## src/rtl/ffsa_pkg.sv

```systemverilog
// ----------------------------------------------------------------------------
// ffsa_pkg
// Shared types, sizes and codes of the first-fit segment allocator.
// ----------------------------------------------------------------------------
package ffsa_pkg;

	// pool geometry; UNIT_WORDS must be a power of two
	localparam int SEGMENTS   = 64;
	localparam int UNIT_WORDS = 1024;
	localparam int SLOTS      = 16;

	localparam int SEG_W   = $clog2(SEGMENTS);
	localparam int CNT_W   = SEG_W + 1;
	localparam int SLOT_W  = 4;
	localparam int WORDS_W = 20;
	localparam int UNIT_SH = $clog2(UNIT_WORDS);
	localparam int NEED_W  = WORDS_W - UNIT_SH + 1;
	localparam int SLOTD_W = SEG_W + CNT_W;

	// operation codes
	localparam logic [1:0] OP_ALLOC    = 2'd0;
	localparam logic [1:0] OP_FREE     = 2'd1;
	localparam logic [1:0] OP_FREE_ALL = 2'd2;
	localparam logic [1:0] OP_UNUSED   = 2'd3;

	// status codes
	localparam logic [1:0] ST_OK         = 2'd0;
	localparam logic [1:0] ST_NO_SLOT    = 2'd1;
	localparam logic [1:0] ST_NO_SPACE   = 2'd2;
	localparam logic [1:0] ST_BAD_HANDLE = 2'd3;

	typedef struct packed {
		logic [1:0]         operation;
		logic [WORDS_W-1:0] request_words;
		logic [SLOT_W-1:0]  handle;
	} req_t;

	typedef struct packed {
		logic [1:0]        status;
		logic [SLOT_W-1:0] granted_handle;
		logic [SEG_W-1:0]  start_segment;
		logic [CNT_W-1:0]  segment_count;
	} res_t;

	// slot table commands from the sequencer
	typedef struct packed {
		logic              set;
		logic              clr;
		logic              clr_all;
		logic [SLOT_W-1:0] idx;
	} slot_cmd_t;

	// slot table status to the sequencer
	typedef struct packed {
		logic              any_free;
		logic [SLOT_W-1:0] free_idx;
		logic [SLOTS-1:0]  in_use;
	} slot_stat_t;

endpackage

```

## src/rtl/ffsa_ram.sv

```systemverilog
// ----------------------------------------------------------------------------
// ffsa_ram
// Generic single-clock RAM, one write port and one read port, registered read.
// ----------------------------------------------------------------------------
module ffsa_ram #(
	parameter int WIDTH = 8,
	parameter int DEPTH = 16
) (
	input  logic                     clk,
	input  logic                     we,
	input  logic [$clog2(DEPTH)-1:0] waddr,
	input  logic [WIDTH-1:0]         wdata,
	input  logic                     re,
	input  logic [$clog2(DEPTH)-1:0] raddr,
	output logic [WIDTH-1:0]         rdata
);

	logic [WIDTH-1:0] mem [DEPTH];

	// write port
	always_ff @(posedge clk) begin
		if (we) begin
			mem[waddr] <= wdata;
		end
	end

	// registered read port
	always_ff @(posedge clk) begin
		if (re) begin
			rdata <= mem[raddr];
		end
	end

endmodule

```

## src/rtl/ffsa_slots.sv

```systemverilog
// ----------------------------------------------------------------------------
// ffsa_slots
// Slot in-use flags with lowest-free-slot search.
// ----------------------------------------------------------------------------
module ffsa_slots import ffsa_pkg::*; (
	input  logic       clk,
	input  logic       arst_n,
	input  slot_cmd_t  cmd,
	output slot_stat_t stat
);

	logic [SLOTS-1:0] in_use_q;

	// flag updates
	always_ff @(posedge clk or negedge arst_n) begin
		if (!arst_n) begin
			in_use_q <= '0;
		end else if (cmd.clr_all) begin
			in_use_q <= '0;
		end else begin
			if (cmd.set) begin
				in_use_q[cmd.idx] <= 1'b1;
			end
			if (cmd.clr) begin
				in_use_q[cmd.idx] <= 1'b0;
			end
		end
	end

	// priority search, lowest index wins
	always_comb begin
		stat.any_free = 1'b0;
		stat.free_idx = '0;
		for (int i = SLOTS - 1; i >= 0; i--) begin
			if (!in_use_q[i]) begin
				stat.any_free = 1'b1;
				stat.free_idx = SLOT_W'(i);
			end
		end
		stat.in_use = in_use_q;
	end

endmodule

```

## src/rtl/ffsa_ctrl.sv

```systemverilog
// ----------------------------------------------------------------------------
// ffsa_ctrl
// Sequencer: scans, marks and clears the segment bitmap memory and keeps the
// slot table memory.
// ----------------------------------------------------------------------------
module ffsa_ctrl import ffsa_pkg::*; (
	input  logic               clk,
	input  logic               arst_n,
	input  logic               start,
	output logic               busy,
	input  req_t               req,
	output logic               done,
	output res_t               res,
	// segment bitmap memory
	output logic               seg_we,
	output logic [SEG_W-1:0]   seg_waddr,
	output logic               seg_wdata,
	output logic               seg_re,
	output logic [SEG_W-1:0]   seg_raddr,
	input  logic               seg_rdata,
	// slot table memory
	output logic               slot_we,
	output logic [SLOT_W-1:0]  slot_waddr,
	output logic [SLOTD_W-1:0] slot_wdata,
	output logic               slot_re,
	output logic [SLOT_W-1:0]  slot_raddr,
	input  logic [SLOTD_W-1:0] slot_rdata,
	// slot flags
	output slot_cmd_t          slot_cmd,
	input  slot_stat_t         slot_stat
);

	localparam logic [2:0] S_IDLE    = 3'd0;
	localparam logic [2:0] S_SWEEP   = 3'd1;
	localparam logic [2:0] S_SCAN    = 3'd2;
	localparam logic [2:0] S_MARK    = 3'd3;
	localparam logic [2:0] S_FREE_RD = 3'd4;
	localparam logic [2:0] S_UNMARK  = 3'd5;

	localparam logic [SEG_W-1:0] SEG_LAST = SEG_W'(SEGMENTS - 1);

	logic [2:0]       state_q;
	logic [CNT_W-1:0] addr_q;
	logic             rvalid_s1;
	logic [SEG_W-1:0] ridx_s1;
	logic             quiet_q;
	logic             done_q;
	res_t             res_q;
	logic [CNT_W-1:0] run_q;
	logic [CNT_W-1:0] need_q;
	logic [SLOT_W-1:0] slot_q;
	logic [SEG_W-1:0] first_q;
	logic [SEG_W-1:0] end_q;
	logic [CNT_W-1:0] wr_q;
	logic [CNT_W-1:0] rem_q;
	logic [CNT_W-1:0] cnt_q;

	logic              accept;
	logic [NEED_W-1:0] need_raw;
	logic [NEED_W-1:0] need_c;
	logic              fits;
	logic              alloc_go;
	logic              free_go;
	logic              last_rd;
	logic              found;
	logic [CNT_W-1:0]  first_c;
	logic              mark_end;
	logic              unmark_end;
	res_t              imm_res;

	assign busy   = (state_q != S_IDLE);
	assign accept = start && !busy;
	assign done   = done_q;
	assign res    = res_q;

	// segments needed: ceiling of words over the segment size, at least one
	always_comb begin
		need_raw = {1'b0, req.request_words[WORDS_W-1:UNIT_SH]}
		         + NEED_W'(|req.request_words[UNIT_SH-1:0]);
		need_c   = (need_raw == '0) ? NEED_W'(1) : need_raw;
		fits     = (need_c <= NEED_W'(SEGMENTS));
	end

	assign alloc_go = slot_stat.any_free && fits;
	assign free_go  = slot_stat.in_use[req.handle];

	// scan bookkeeping on the read data of the previous cycle
	assign last_rd    = rvalid_s1 && (ridx_s1 == SEG_LAST);
	assign found      = (state_q == S_SCAN) && rvalid_s1 && !seg_rdata
	                 && ((run_q + CNT_W'(1)) == need_q);
	assign first_c    = {1'b0, ridx_s1} + CNT_W'(1) - need_q;
	assign mark_end   = (wr_q[SEG_W-1:0] == end_q);
	assign unmark_end = (rem_q == CNT_W'(1));

	// result of an operation decided at the transfer
	always_comb begin
		imm_res = '0;
		case (req.operation)
			OP_ALLOC: begin
				imm_res.status = slot_stat.any_free ? ST_NO_SPACE : ST_NO_SLOT;
			end
			OP_FREE: begin
				imm_res.status = ST_BAD_HANDLE;
			end
			default: begin
				imm_res.status = ST_OK;
			end
		endcase
	end

	// segment memory ports; sweep writes trail reads by one entry, so a read
	// never meets a write to the same segment
	always_comb begin
		seg_re    = ((state_q == S_SWEEP) || (state_q == S_SCAN))
		         && (addr_q < CNT_W'(SEGMENTS));
		seg_raddr = addr_q[SEG_W-1:0];
		seg_we    = 1'b0;
		seg_waddr = wr_q[SEG_W-1:0];
		seg_wdata = 1'b0;
		case (state_q)
			S_SWEEP: begin
				seg_we    = rvalid_s1;
				seg_waddr = ridx_s1;
			end
			S_MARK: begin
				seg_we    = 1'b1;
				seg_wdata = 1'b1;
			end
			S_UNMARK: begin
				seg_we = (wr_q < CNT_W'(SEGMENTS));
			end
			default: begin
				seg_we = 1'b0;
			end
		endcase
	end

	// slot table memory and flags
	always_comb begin
		slot_re          = accept && (req.operation == OP_FREE);
		slot_raddr       = req.handle;
		slot_we          = (state_q == S_MARK) && mark_end;
		slot_waddr       = slot_q;
		slot_wdata       = {first_q, need_q};
		slot_cmd.set     = slot_we;
		slot_cmd.clr     = (state_q == S_UNMARK) && unmark_end;
		slot_cmd.clr_all = accept && (req.operation == OP_FREE_ALL);
		slot_cmd.idx     = slot_q;
	end

	// sequencer state
	always_ff @(posedge clk or negedge arst_n) begin
		if (!arst_n) begin
			state_q   <= S_SWEEP;
			addr_q    <= '0;
			rvalid_s1 <= 1'b0;
			quiet_q   <= 1'b1;
			done_q    <= 1'b0;
		end else begin
			done_q    <= 1'b0;
			rvalid_s1 <= seg_re;
			if (seg_re) begin
				addr_q <= addr_q + CNT_W'(1);
			end
			unique case (state_q)
				S_IDLE: begin
					if (accept) begin
						addr_q <= '0;
						case (req.operation)
							OP_ALLOC: begin
								if (alloc_go) state_q <= S_SCAN;
								else          done_q  <= 1'b1;
							end
							OP_FREE: begin
								if (free_go) state_q <= S_FREE_RD;
								else         done_q  <= 1'b1;
							end
							OP_FREE_ALL: begin
								state_q <= S_SWEEP;
								quiet_q <= 1'b0;
							end
							default: begin
								done_q <= 1'b1;
							end
						endcase
					end
				end
				S_SWEEP: begin
					if (last_rd) begin
						state_q <= S_IDLE;
						done_q  <= !quiet_q;
						quiet_q <= 1'b0;
					end
				end
				S_SCAN: begin
					if (found) begin
						state_q <= S_MARK;
					end else if (last_rd) begin
						state_q <= S_IDLE;
						done_q  <= 1'b1;
					end
				end
				S_MARK: begin
					if (mark_end) begin
						state_q <= S_IDLE;
						done_q  <= 1'b1;
					end
				end
				S_FREE_RD: begin
					state_q <= S_UNMARK;
				end
				S_UNMARK: begin
					if (unmark_end) begin
						state_q <= S_IDLE;
						done_q  <= 1'b1;
					end
				end
				default: begin
					state_q <= S_IDLE;
				end
			endcase
		end
	end

	// working registers and result
	always_ff @(posedge clk) begin
		ridx_s1 <= seg_raddr;
		case (state_q)
			S_IDLE: begin
				if (accept) begin
					need_q <= CNT_W'(need_c);
					slot_q <= (req.operation == OP_FREE) ? req.handle : slot_stat.free_idx;
					run_q  <= '0;
					cnt_q  <= '0;
					res_q  <= imm_res;
				end
			end
			S_SWEEP: begin
				if (rvalid_s1 && seg_rdata) begin
					cnt_q <= cnt_q + CNT_W'(1);
				end
				if (last_rd) begin
					res_q        <= '0;
					res_q.status <= ST_OK;
					res_q.segment_count <= cnt_q + CNT_W'(seg_rdata);
				end
			end
			S_SCAN: begin
				if (rvalid_s1) begin
					run_q <= seg_rdata ? '0 : run_q + CNT_W'(1);
				end
				if (found) begin
					first_q <= first_c[SEG_W-1:0];
					end_q   <= ridx_s1;
					wr_q    <= first_c;
				end else if (last_rd) begin
					res_q        <= '0;
					res_q.status <= ST_NO_SPACE;
				end
			end
			S_MARK: begin
				wr_q <= wr_q + CNT_W'(1);
				if (mark_end) begin
					res_q <= '{ST_OK, slot_q, first_q, need_q};
				end
			end
			S_FREE_RD: begin
				first_q <= slot_rdata[SLOTD_W-1:CNT_W];
				need_q  <= slot_rdata[CNT_W-1:0];
				rem_q   <= slot_rdata[CNT_W-1:0];
				wr_q    <= {1'b0, slot_rdata[SLOTD_W-1:CNT_W]};
			end
			S_UNMARK: begin
				wr_q  <= wr_q + CNT_W'(1);
				rem_q <= rem_q - CNT_W'(1);
				if (unmark_end) begin
					res_q <= '{ST_OK, slot_q, first_q, need_q};
				end
			end
			default: begin
				res_q <= res_q;
			end
		endcase
	end

endmodule

```

## src/rtl/first_fit_segment_allocator_top.sv

```systemverilog
// ----------------------------------------------------------------------------
// first_fit_segment_allocator_top
// First-fit allocator of contiguous segments with a small client slot table.
// ----------------------------------------------------------------------------
//
//   channel   signals             transfer
//   --------  ------------------  ------------------------------------------
//   command   start, busy, req    edge with start high and busy low
//   result    done, res           edge ending the single cycle done is high
//
// - allocate: the scan reads the segment bitmap memory one segment per cycle
//   (up to 64), then marks one per cycle
// - free: one bitmap write per segment released
// - free all, and an allocate that finds no run: one bitmap pass
// - other failures and unused operations: result in the cycle after the transfer
// - after reset busy stays high while the bitmap is cleared
// - results cannot be stalled; one command is in flight at a time
//
module first_fit_segment_allocator_top import ffsa_pkg::*; (
	input  logic clk,
	input  logic arst_n,
	input  logic start,
	output logic busy,
	input  req_t req,
	output logic done,
	output res_t res
);

	logic               seg_we;
	logic [SEG_W-1:0]   seg_waddr;
	logic               seg_wdata;
	logic               seg_re;
	logic [SEG_W-1:0]   seg_raddr;
	logic               seg_rdata;
	logic               slot_we;
	logic [SLOT_W-1:0]  slot_waddr;
	logic [SLOTD_W-1:0] slot_wdata;
	logic               slot_re;
	logic [SLOT_W-1:0]  slot_raddr;
	logic [SLOTD_W-1:0] slot_rdata;
	slot_cmd_t          slot_cmd;
	slot_stat_t         slot_stat;

	// sequencer
	ffsa_ctrl u_ctrl (
		.clk        (clk),
		.arst_n     (arst_n),
		.start      (start),
		.busy       (busy),
		.req        (req),
		.done       (done),
		.res        (res),
		.seg_we     (seg_we),
		.seg_waddr  (seg_waddr),
		.seg_wdata  (seg_wdata),
		.seg_re     (seg_re),
		.seg_raddr  (seg_raddr),
		.seg_rdata  (seg_rdata),
		.slot_we    (slot_we),
		.slot_waddr (slot_waddr),
		.slot_wdata (slot_wdata),
		.slot_re    (slot_re),
		.slot_raddr (slot_raddr),
		.slot_rdata (slot_rdata),
		.slot_cmd   (slot_cmd),
		.slot_stat  (slot_stat)
	);

	// segment busy bitmap
	ffsa_ram #(
		.WIDTH (1),
		.DEPTH (SEGMENTS)
	) u_seg_ram (
		.clk   (clk),
		.we    (seg_we),
		.waddr (seg_waddr),
		.wdata (seg_wdata),
		.re    (seg_re),
		.raddr (seg_raddr),
		.rdata (seg_rdata)
	);

	// slot start and length
	ffsa_ram #(
		.WIDTH (SLOTD_W),
		.DEPTH (SLOTS)
	) u_slot_ram (
		.clk   (clk),
		.we    (slot_we),
		.waddr (slot_waddr),
		.wdata (slot_wdata),
		.re    (slot_re),
		.raddr (slot_raddr),
		.rdata (slot_rdata)
	);

	// slot in-use flags
	ffsa_slots u_slots (
		.clk    (clk),
		.arst_n (arst_n),
		.cmd    (slot_cmd),
		.stat   (slot_stat)
	);

endmodule

```

## config.mk

```make
export PLATFORM = sky130hd
export DESIGN_NAME = first_fit_segment_allocator_top
export DESIGN_NICKNAME = d
export VERILOG_FILES = /design/src/rtl/ffsa_pkg.sv /design/src/rtl/ffsa_ram.sv /design/src/rtl/ffsa_slots.sv /design/src/rtl/ffsa_ctrl.sv /design/src/rtl/first_fit_segment_allocator_top.sv
export SDC_FILE = /design/constraint.sdc
export NUM_CORES = 1
export LEC_CHECK = 0
export ABC_AREA = 1
export ABC_CLOCK_PERIOD_IN_PS = 4200
export BUFFER_PORTS_ARGS = -buffer_cell sky130_fd_sc_hd__buf_2
export CORE_UTILIZATION = 30
export CTS_BUF_LIST = sky130_fd_sc_hd__clkbuf_4 sky130_fd_sc_hd__clkbuf_8
export DETAILED_ROUTE_END_ITERATION = 7
export GPL_TIMING_DRIVEN = 0
export SLEW_MARGIN = 20
export SYNTH_ARGS = -nofsm -noshare
export SYNTH_HDL_FRONTEND = slang
export SYNTH_HIERARCHICAL = 1
export SYNTH_SLANG_ARGS = --single-unit
```

## constraint.sdc

```tcl
create_clock -name clk -period 4.2 [get_ports clk]
set_clock_uncertainty 0.15 [all_clocks]
set_input_delay 0.21 -clock clk [delete_from_list [all_inputs] [get_ports clk]]
set_output_delay 0.21 -clock clk [all_outputs]
set_load 0.02 [all_outputs]
```

==> impl_metrics.toml <==
[logic_synthesis]
synth_top_area_share_pct = 56.7
synth_area_leader_cell = "edfxtp_1"
synth-seq-area-share_pct = 61.2
syn_nets = 2065
synth_fa_ha_area_share_pct = 1.83
muxShareOfSynthArea_pct = 0
avgSynthCellArea_um2 = 9.38
async_reset_ff_share_pct = 7.42
netlist_area_um2 = 18900
synth_seq_cells = 391
synth_area_leaders = "edfxtp_1 (57%), nand2_1 (11%), nand3_1 (7.0%), inv_1 (5.9%), nor2_1 (3.8%)"
synthDistinctLibCells = 43
synth_top_family_by_area = "simple AND/OR/NAND/NOR gates"
yosys.area_share.simple_pct = 23.8
synth_xor_area_share_pct = 1.16
ys.flop_type = "edfxtp_1"
synth_compound_area_share_pct = 2.99
ys_warn_count = 6
syn_inst = 2009
synth_edf_count = 356

[clock_network]
post_cts_resized = 0
cts_tree = "yes"
cts_buffer_depth = 3
htree_levels = 2
cts_buffers = 61
cts-root-buf = "clkbuf_8"
postCtsSetupRepairBufs = 0
clk_latency_ps = 650
clock_sinks = 391
path_clk_slew_ps = 60

[pwr]
pwr-share-seq_pct = 47.8
swShare_pct = 34.6
internal_power_w = 0.00753
pwr-share-clk_pct = 27.9
combinationalPowerShare_pct = 24.3
p_sw_w = 0.00399
leakage_nw = 9.07
power_density_nw_per_um2 = 531
ir_drop_mv = 0.355

[die]
start_util_pct = 30.4
fp.dieH_um = 253
num_rows = 91
die_x_um = 253
coreArea_um2 = 61900
die-area_um2 = 63800
boundaryPins = 50

[drt]
wl_per_cell_um = 16.3
detail-route-antenna-nets = 0
vias = 14100
drc = 0
dr.pass1.iters = 6
wirelength_mm = 49.4
drtIter0Drc = 1223
vias_per_cell = 4.66

[layout]
fin_nets = 2202
postLayoutCellArea_um2 = 21700
fillers = 6336
syn2layout_area_growth_pct = 15.1
drive_above_1_share_pct = 11.9

[global_routing]
overflow = 0
grt_max_degree = 37
grt_pass1_vias = 13600
grt_usage_pct = 15.6
grt_pass1_wl_mm = 76.5
antenna_found_initial = 2

[sta]
whs_ps = 94.2
relSlewSlack_pct = 23.8
worst_slew_pin_slew_ps = 1140
rsz0062_at_grt = "false"
fin_crit_ps = 3590
report.final.slew_viol_count = 0
period_share_pct = 85.4
max_freq_ghz = 0.279
finalHoldViolations = 0
setup_violations = 0

[setup_path]
worstPathArrival_ps = 3770
worstSetupPathType = "flop to flop"
cp_max_fo = 10
crit_path_end_kind = "flop"
start_kind = "flop"
critPathRequiredTime_ps = 4390

[placed_design]
place_congestion = 0.935
portBuffers = 48
hpwl_mm = 33.8
place_area_um2 = 20200

[min_path]
hp-class = "input pin to flop"

[run_status]
outcome = "finished, final reports clean"

[job]
drv_cap = 0
final cells by class:
cell class,instances,area [um^2],share of cell area (%)
Clock buffer,90,1090,5.02
Sequential cell,391,11500,53.2
Antenna cell,1,2.50,0.0115
Inverter,312,1180,5.44
Buffer,81,520,2.40
Multi-Input combinational cell,1225,5670,26.1
Timing Repair Buffer,74,510,2.35
Tap cell,837,1050,4.83
Clock inverter,21,134,0.617
cells in the final DEF, fill, tap and decap left out, types with 16 or more instances in the layout:
cell           count
nand2_1          569
o21ai_0           50
a21oi_1           20
buf_2             80
inv_1            297
clkbuf_4          24
clkbuf_8          66
buf_4             21
nor2_1           173
dfrtp_1           27
ha_1              26
dlygate4sd3_1     20
nor2_2            16
nand3_1          263
edfxtp_1         356
Yosys cell counts, types with 2 or more instances:
cell,instances
o21bai_1,2
xor2_1,15
a21oi_1,20
clkbuf_1,14
buf_4,20
nand3_1,263
a22oi_1,2
o21ai_1,3
a211oi_1,2
buf_2,29
o31ai_1,2
nand2_2,4
nor2_4,3
o22ai_1,13
nand4_1,15
nand3b_1,3
dfrtp_1,27
o211ai_1,2
o21ai_0,51
inv_2,9
nor3_1,11
nor4_1,10
a31oi_1,3
dfxtp_1,6
clkinv_1,3
nand2_1,569
buf_6,14
buf_1,4
xnor2_1,10
edfxtp_1,356
ha_1,26
nor2_1,189
or2_2,2
inv_1,297
dfstp_2,2
kinds of logic after synthesis:
family          Yosys count
compound gates          102
xor+xnor                 25
fa+ha+maj                27
buf+inv                 393
flops                   391
simple gates           1071
what timing repair did:
action	in CTS	in global routing
setup endpoints to repair	0	0
endpoints found under the hold margin	51	0
hold buffers	21	0
per-stage QoR:
step / total power (W) / setup slack, ps / instances / TNS (ps) / utilization, %
floorplan: 0.00719 / 359 / 2009 / 0 / -
CTS: 0.0116 / 669 / 3031 / 0 / 35.0
finish: 0.0115 / 612 / 3032 / 0 / 35.0
global placement: 0.00825 / -1470 / 2894 / -144270 / 32.5
detailed placement: 0.00835 / 658 / 2899 / 0 / 32.7
global route: 0.0121 / 286 / 3032 / 0 / 35.0
critical path: stages (launching register included):
cell and delay (ps):
dfstp_2 560, inv_1 80, nor2_1 110, inv_2 70, nor2_4 230, inv_2 160
clkbuf_1 270, o21ai_0 660, inv_1 250, nor3_1 300, nand2_1 290, nor2_1 180
flip-flops by register name, summed over array words and instances, names as in the netlist, 3 cells and up:
signal,count
u_slot_ram/mem,208
u_ctrl/state_q,3
u_ctrl/res,19
u_ctrl/rem_q,7
u_slots/in_use_q,16
u_slot_ram/rdata,13
u_ctrl/end_q,6
u_seg_ram/mem,64
u_ctrl/slot_waddr,4
u_ctrl/wr_q,7
u_ctrl/need_q,7
u_ctrl/addr_q,7
u_ctrl/cnt_q,7
u_ctrl/ridx_s1,6
u_ctrl/run_q,7
u_ctrl/first_q,6
power by group through the flow:
| stage | Combinational (W) | Sequential, W | Clock, W |
|---|---|---|---|
| after floorplan | 0.00177 | 0.00542 | 0 |
| after global placement | 0.00265 | 0.00561 | 0 |
| after detailed placement | 0.00275 | 0.00560 | 0 |
| after CTS | 0.00278 | 0.00552 | 0.00330 |
| after global routing | 0.00312 | 0.00557 | 0.00346 |
| final | 0.00280 | 0.00550 | 0.00322 |
final timing paths:
path                                   start  cells past startpoint  slack (ps)                    to
min reg2reg                 u_ctrl/addr_q[5]                      0         280     u_ctrl/ridx_s1[5]
min in group asynchronous             arst_n                      3         390   u_slots/in_use_q[2]
min                                   req[4]                      6          90      u_ctrl/need_q[0]
max                        u_ctrl/state_q[0]                     11         610     u_seg_ram/mem[15]
max in group asynchronous             arst_n                      4        2710  u_slots/in_use_q[15]
max reg2reg                u_ctrl/state_q[0]                     11         610     u_seg_ram/mem[15]
layer usage:
metal / vias to the layer above / GRT usage, % / part of all wire (%)
met5: - / 0 / 0
met4: 0 / 5.44 / 2.7
met2: 509 / 25.1 / 46
li1: 6831 / - / -
met1: 6694 / 21.4 / 44
met3: 87 / 2.17 / 6.8
Note: power is estimated with default switching activity, not from simulation.
